<file path="config.mk">
export PLATFORM = sky130hd
export DESIGN_NAME = u64_to_decimal_ascii
export DESIGN_NICKNAME = d
export VERILOG_FILES = /design/src/hw/rtl/u2da_pkg.sv /design/src/hw/rtl/u2da_conv.sv /design/src/hw/rtl/u2da_fifo.sv /design/src/hw/rtl/u2da_emit.sv /design/src/hw/rtl/u64_to_decimal_ascii.sv
export SDC_FILE = /design/constraint.sdc
export NUM_CORES = 1
export LEC_CHECK = 0
export ABC_AREA = 1
export BUFFER_PORTS_ARGS = -buffer_cell sky130_fd_sc_hd__buf_2
export CORE_ASPECT_RATIO = 1.4
export CORE_UTILIZATION = 60
export CTS_CLUSTER_DIAMETER = 80
export DETAILED_ROUTE_END_ITERATION = 10
export PLACE_DENSITY = 0.88
export SYNTH_ARGS = -nofsm -noshare
export SYNTH_HDL_FRONTEND = slang
export SYNTH_SLANG_ARGS = --single-unit
</file>
<file path="constraint.sdc">
create_clock -name i_clk -period 14.5 [get_ports i_clk]
set_input_delay 1.45 -clock i_clk [delete_from_list [all_inputs] [get_ports i_clk]]
set_output_delay 1.45 -clock i_clk [all_outputs]
set_load 0.02 [all_outputs]
</file>
<file path="src/hw/rtl/u2da_pkg.sv">
package u2da_pkg;

    localparam int VALUE_W   = 64;
    localparam int DIGITS    = 20;
    localparam int BCD_W     = DIGITS * 4;
    localparam int TOTAL_W   = 5;
    localparam int IDX_W     = 5;
    localparam int CHAR_W    = 6;
    localparam int STEP_BITS = 4;
    localparam int STEPS     = VALUE_W / STEP_BITS;
    localparam int STEP_CNT_W = $clog2(STEPS);

    localparam logic [CHAR_W-1:0] ASCII_ZERO = 6'h30;

    typedef enum logic [1:0] {
        S_IDLE,
        S_CONV,
        S_PUSH
    } t_conv_state;

    typedef struct packed {
        logic [BCD_W-1:0]   bcd;
        logic [TOTAL_W-1:0] total;
    } t_entry;

    // One double-dabble bit step: correct every BCD digit, then shift in one bit.
    function automatic logic [BCD_W-1:0] dd_step(input logic [BCD_W-1:0] b,
                                                 input logic bit_in);
        logic [BCD_W-1:0] a;
        a = b;
        for (int i = 0; i < DIGITS; i++) begin
            if (b[i*4 +: 4] >= 4'd5) begin
                a[i*4 +: 4] = b[i*4 +: 4] + 4'd3;
            end
        end
        return {a[BCD_W-2:0], bit_in};
    endfunction

    function automatic logic [TOTAL_W-1:0] count_digits(input logic [BCD_W-1:0] b);
        logic [TOTAL_W-1:0] t;
        t = TOTAL_W'(1);
        for (int k = 1; k < DIGITS; k++) begin
            if (b[k*4 +: 4] != 4'd0) begin
                t = TOTAL_W'(k + 1);
            end
        end
        return t;
    endfunction

endpackage

</file>
<file path="src/hw/rtl/u2da_conv.sv">
module u2da_conv (
    input  logic                     i_clk,
    input  logic                     i_rst_n,
    input  logic                     i_start,
    input  logic [u2da_pkg::VALUE_W-1:0] i_value,
    output logic                     o_busy,
    input  logic                     i_full,
    output logic                     o_push,
    output u2da_pkg::t_entry         o_entry
);

    u2da_pkg::t_conv_state r_state, n_state;
    logic [u2da_pkg::VALUE_W-1:0]    r_bin, n_bin;
    logic [u2da_pkg::BCD_W-1:0]      r_bcd, n_bcd;
    logic [u2da_pkg::STEP_CNT_W-1:0] r_cnt, n_cnt;
    logic [u2da_pkg::BCD_W-1:0]      step_bcd;
    logic                            accept;

    always_ff @(posedge i_clk) begin
        if (!i_rst_n) begin
            r_state <= u2da_pkg::S_IDLE;
        end else begin
            r_state <= n_state;
        end
        r_bin <= n_bin;
        r_bcd <= n_bcd;
        r_cnt <= n_cnt;
    end

    always_comb begin
        step_bcd = r_bcd;
        for (int j = 0; j < u2da_pkg::STEP_BITS; j++) begin
            step_bcd = u2da_pkg::dd_step(step_bcd,
                                         r_bin[u2da_pkg::VALUE_W-1-j]);
        end
    end

    always_comb begin
        n_state       = r_state;
        n_bin         = r_bin;
        n_bcd         = r_bcd;
        n_cnt         = r_cnt;
        o_busy        = 1'b1;
        o_push        = 1'b0;
        o_entry.bcd   = r_bcd;
        o_entry.total = u2da_pkg::count_digits(r_bcd);
        case (r_state)
            u2da_pkg::S_IDLE: begin
                o_busy = 1'b0;
            end
            u2da_pkg::S_CONV: begin
                n_bin = r_bin << u2da_pkg::STEP_BITS;
                n_bcd = step_bcd;
                n_cnt = r_cnt + 1'b1;
                if (r_cnt == u2da_pkg::STEP_CNT_W'(u2da_pkg::STEPS - 1)) begin
                    n_state = u2da_pkg::S_PUSH;
                end
            end
            u2da_pkg::S_PUSH: begin
                if (!i_full) begin
                    o_push  = 1'b1;
                    o_busy  = 1'b0;
                    n_state = u2da_pkg::S_IDLE;
                end
            end
            default: begin
                n_state = u2da_pkg::S_IDLE;
            end
        endcase
        accept = i_start && !o_busy;
        if (accept) begin
            n_state = u2da_pkg::S_CONV;
            n_bin   = i_value;
            n_bcd   = '0;
            n_cnt   = '0;
        end
    end

endmodule

</file>
<file path="src/hw/rtl/u2da_fifo.sv">
module u2da_fifo #(
    parameter int DEPTH = 2
) (
    input  logic             i_clk,
    input  logic             i_rst_n,
    input  logic             i_push,
    input  u2da_pkg::t_entry i_entry,
    output logic             o_full,
    input  logic             i_pop,
    output logic             o_empty,
    output u2da_pkg::t_entry o_entry
);

    localparam int PTR_W = (DEPTH > 1) ? $clog2(DEPTH) : 1;
    localparam int CNT_W = $clog2(DEPTH + 1);

    u2da_pkg::t_entry    r_mem [DEPTH];
    logic [PTR_W-1:0]    r_wr, n_wr;
    logic [PTR_W-1:0]    r_rd, n_rd;
    logic [CNT_W-1:0]    r_cnt, n_cnt;

    assign o_full  = (r_cnt == CNT_W'(DEPTH));
    assign o_empty = (r_cnt == '0);
    assign o_entry = r_mem[r_rd];

    always_comb begin
        n_wr  = r_wr;
        n_rd  = r_rd;
        n_cnt = r_cnt;
        if (i_push) begin
            n_wr = (r_wr == PTR_W'(DEPTH - 1)) ? '0 : r_wr + 1'b1;
        end
        if (i_pop) begin
            n_rd = (r_rd == PTR_W'(DEPTH - 1)) ? '0 : r_rd + 1'b1;
        end
        if (i_push && !i_pop) begin
            n_cnt = r_cnt + 1'b1;
        end else if (i_pop && !i_push) begin
            n_cnt = r_cnt - 1'b1;
        end
    end

    always_ff @(posedge i_clk) begin
        if (!i_rst_n) begin
            r_wr  <= '0;
            r_rd  <= '0;
            r_cnt <= '0;
        end else begin
            r_wr  <= n_wr;
            r_rd  <= n_rd;
            r_cnt <= n_cnt;
        end
        if (i_push) begin
            r_mem[r_wr] <= i_entry;
        end
    end

endmodule

</file>
<file path="src/hw/rtl/u2da_emit.sv">
module u2da_emit (
    input  logic                          i_clk,
    input  logic                          i_rst_n,
    input  logic                          i_empty,
    input  u2da_pkg::t_entry              i_entry,
    output logic                          o_pop,
    output logic                          o_valid,
    output logic [u2da_pkg::CHAR_W-1:0]   o_digit_char,
    output logic [u2da_pkg::TOTAL_W-1:0]  o_digit_total,
    output logic                          o_is_last
);

    logic                          r_active, n_active;
    logic [u2da_pkg::IDX_W-1:0]    r_idx, n_idx;
    logic [u2da_pkg::BCD_W-1:0]    r_bcd, n_bcd;
    logic [u2da_pkg::TOTAL_W-1:0]  r_total, n_total;
    logic                          last;

    assign last          = (r_idx == '0);
    assign o_valid       = r_active;
    assign o_is_last     = last;
    assign o_digit_total = r_total;
    assign o_digit_char  = u2da_pkg::ASCII_ZERO + {2'b00, r_bcd[r_idx*4 +: 4]};

    always_comb begin
        o_pop    = !i_empty && (!r_active || last);
        n_active = r_active && !last;
        n_idx    = r_idx - 1'b1;
        n_bcd    = r_bcd;
        n_total  = r_total;
        if (o_pop) begin
            n_active = 1'b1;
            n_bcd    = i_entry.bcd;
            n_total  = i_entry.total;
            n_idx    = u2da_pkg::IDX_W'(i_entry.total - 1'b1);
        end
    end

    always_ff @(posedge i_clk) begin
        if (!i_rst_n) begin
            r_active <= 1'b0;
        end else begin
            r_active <= n_active;
        end
        r_idx   <= n_idx;
        r_bcd   <= n_bcd;
        r_total <= n_total;
    end

endmodule

</file>
<file path="src/hw/rtl/u64_to_decimal_ascii.sv">
// Unsigned 64-bit value to decimal ASCII text.
// Input: drive i_value and raise i_start; the beat is taken at a clock edge
// where i_start is high and o_busy is low.
// Output: one beat per decimal digit, most significant first, with no
// leading zeros (zero gives a single '0'). Each beat is shown for exactly
// one cycle with o_valid high and carries the ASCII digit, the total digit
// count of the value and o_is_last on the final digit.
// The front converter runs a double-dabble loop that takes four bits per
// cycle, then queues the value from a push state that waits while the
// queue is full; the next value can be taken in the same cycle as the
// push. The back end emits one digit per cycle. Intake is limited by the
// conversion loop for short numbers and by the one-digit-per-cycle output
// for long ones. A queue of QUEUE_DEPTH converted values sits between the
// two parts. The receiver cannot stall the output.
// Reset (synchronous, active low) drops any value in flight and clears the
// queue; no beat is shown during reset.
module u64_to_decimal_ascii #(
    parameter int QUEUE_DEPTH = 2
) (
    input  logic                          i_clk,
    input  logic                          i_rst_n,
    input  logic                          i_start,
    input  logic [u2da_pkg::VALUE_W-1:0]  i_value,
    output logic                          o_busy,
    output logic                          o_valid,
    output logic [u2da_pkg::CHAR_W-1:0]   o_digit_char,
    output logic [u2da_pkg::TOTAL_W-1:0]  o_digit_total,
    output logic                          o_is_last
);

    logic             full, empty, push, pop;
    u2da_pkg::t_entry push_entry, pop_entry;

    u2da_conv u_conv (
        .i_clk   (i_clk),
        .i_rst_n (i_rst_n),
        .i_start (i_start),
        .i_value (i_value),
        .o_busy  (o_busy),
        .i_full  (full),
        .o_push  (push),
        .o_entry (push_entry)
    );

    u2da_fifo #(
        .DEPTH (QUEUE_DEPTH)
    ) u_fifo (
        .i_clk   (i_clk),
        .i_rst_n (i_rst_n),
        .i_push  (push),
        .i_entry (push_entry),
        .o_full  (full),
        .i_pop   (pop),
        .o_empty (empty),
        .o_entry (pop_entry)
    );

    u2da_emit u_emit (
        .i_clk         (i_clk),
        .i_rst_n       (i_rst_n),
        .i_empty       (empty),
        .i_entry       (pop_entry),
        .o_pop         (pop),
        .o_valid       (o_valid),
        .o_digit_char  (o_digit_char),
        .o_digit_total (o_digit_total),
        .o_is_last     (o_is_last)
    );

endmodule

</file>
==> results.ini <==
[yosys]
synth-seq-area-share_pct = 48.32
synthCells = 2795
netlist_area_um2 = 23840
ys_seq_elements = 416
synth_ff_type = edfxtp_1
async_reset_ff_share_pct = 0
yosysWarnings = 0
synth_edf_count = 319
yosysUniqueCellTypes = 54
syn_area_per_cell_um2 = 8.531

[timing]
min_period_ns = 4.869
min_period_over_period_pct = 33.58
slew_headroom_pct = 28.18
tns_ns = 0
hold_viol = 0
fin_ws_ns = 9.631
fin_skew_ns = 0.03070
rsz0062_at_grt = false
worst_slew_pin_slew_ns = 1.067
setup_viol = 0
max_freq_mhz = 205.4
slew_viol_final = 0

[clock_tree]
htreeDepth = 2
clk_latency_ns = 0.55
clk_path_buf_depth = 3
cts_resized = 0
clock-root-buffer = clkbuf_16
cts_buffers = 41
holdBufCountCts = 0
cts_setup_buffers = 0
cts_tree = built
clkTransAtPathRegs_ns = 0.06
clock_sinks = 416

[min_path]
min_path_cells = 0
hold_end = u_fifo.r_mem[0][72]
worstHoldPathType = register to register
hold_start = u_conv.r_bcd[67]

[cells_and_area]
final_common_cell = nand2_1
diodes = 0
fillers = 2848
regArea_um2 = 11520
area_growth_pct = 9.886
nNetsFinal = 3022
multi_input_comb_area_um2 = 10680
final_core_util_pct = 66.71
drive_above_1_share_pct = 16.37
final_cell_mix = nand2_1, inv_1, edfxtp_1

[placement]
gp_congestion = 0.9144
port_buffers = 78
dp_hpwl_um = 38730
dp_slack_ns = 10.40

[run]
cap_violations = 0

[global_routing]
grt_pass1_wl_um = 90470
track_usage_pct = 27.92
grt_antenna_before_repair = 0
grt.overflow.total = 0
grt_max_degree = 83
grt_pass1_vias = 19380

[drt]
drc = 0
wirelength_um = 56110
drt-initial-drc-count = 1601
ant_nets = 0
dr.pass1.iters = 5
wl_per_cell_um = 16.36
num_vias = 19600
vias_per_cell = 5.715

[setup_path]
crit_path_start_kind = register
crit_fanout = 42
worstPathArrival_ns = 3.42
reg2reg_slack_ns = 10.89
crit_required_ns = 13.05
r2r-start = u_emit.r_idx[3]
crit_type = register to output port
reg2reg_depth = 8
r2r-end = u_emit.r_bcd[20]
end_kind = output port

[die]
die_h_um = 237.9
num_rows = 86
die_area_um2 = 40550
start_util_pct = 60.71
core_area_um2 = 39280
ios = 81
die_w_um = 170.5

[outcome]
status = complete, no violations

[registers in the layout, summed over array words and instances, names as in the netlist, named ones only]
register	count
u_emit.o_digit_total	5
u_fifo.r_cnt	2
u_conv.r_bcd	80
u_conv.r_bin	64
u_emit.r_idx	5
u_fifo.r_mem	170
u_conv.r_cnt	4
u_emit.o_valid	1
u_emit.r_bcd	80
u_fifo.r_rd	1
u_fifo.r_wr	1
u_conv.r_state	2
[layer usage]
metal / part of all wire, % / global-route usage (%) / routed length [um]
met5: 0 / 0 / 0
met4: 5.8 / 15.78 / 3253
met3: 5.9 / 4.180 / 3294
met2: 52 / 51.81 / 29310
met1: 36 / 29.89 / 20250
[logic make-up after synthesis]
kind of cell | after synthesis | share of synthesized area, %
buffers and inverters | 439 | 7.089
XOR/XNOR | 17 | 0.6560
AND/OR/NAND/NOR | 1497 | 28.71
adder cells (fa/ha/maj) | 84 | 4.408
other | 1 | 0.01573
multiplexers | 92 | 4.303
flip-flops | 416 | 48.32
AO/OA/AOI/OAI | 249 | 6.496
[how the worst max path moves through the flow]
stage,start,endpoint,depth (start not counted)
floorplan,u_fifo.r_cnt[0],u_fifo.r_mem[1][0],4
global placement,u_emit.r_idx[0],o_digit_char[3],8
detailed placement,u_emit.r_idx[0],o_digit_char[3],8
CTS,u_emit.r_idx[0],o_digit_char[3],8
global route,u_emit.r_idx[0],o_digit_char[3],8
finish,u_emit.r_idx[0],o_digit_char[3],8
[cells in the mapped netlist (9+ instances only)]
library cell,n,area share (%)
a21oi_1,50,1.0
and2_1,10,0.26
clkbuf_1,47,0.74
dfxtp_1,97,8.1
edfxtp_1,319,40
ha_1,84,4.4
inv_1,343,5.4
inv_2,36,0.57
mux2_2,84,4.0
nand2_1,861,14
nand2_2,95,2.5
nand2_4,14,0.66
nand3_1,255,5.4
nand3_2,44,1.8
nand3b_1,9,0.28
nand4_1,48,1.3
nor2_1,135,2.1
o211ai_1,12,0.38
o21ai_0,71,1.5
o21ai_1,22,0.46
o21ai_2,18,0.66
o21bai_1,11,0.35
o22ai_1,19,0.50
o32ai_1,14,0.51
[final cells by class]
cell class | count | share of cell area (%)
inverters | 382 | 5.482
repair buffers | 89 | 1.805
multi-input cells | 1941 | 40.76
clock inverters | 21 | 1.137
flip-flops and latches | 416 | 43.99
well taps | 528 | 2.521
clock buffers | 52 | 4.312
[critical path, cell delays in order (launching register included)]
cell,delay (ns)
dfxtp_1,0.31
buf_4,0.37
clkinv_1,0.87
nor2_1,0.36
o32ai_1,0.12
o211ai_1,0.25
a31oi_1,0.16
a31o_2,0.26
buf_2,0.16
[metrics by stage]
| stage | cell area (um2) | hold WS, ns | instances |
|---|---|---|---|
| 2_1_floorplan | 23850 | 0.4255 | 2796 |
| 3_3_place_gp | 24770 | 0.4311 | 3356 |
| 3_5_place_dp | 24770 | 0.4444 | 3356 |
| 4_1_cts | 26200 | 0.4589 | 3429 |
| 5_1_grt | 26200 | 0.4838 | 3429 |
| 6_report | 26200 | 0.4662 | 3429 |
Power is left out: the tool's default activity adds up to more than one toggle a clock period on the data nets, which glitch-free logic cannot reach.
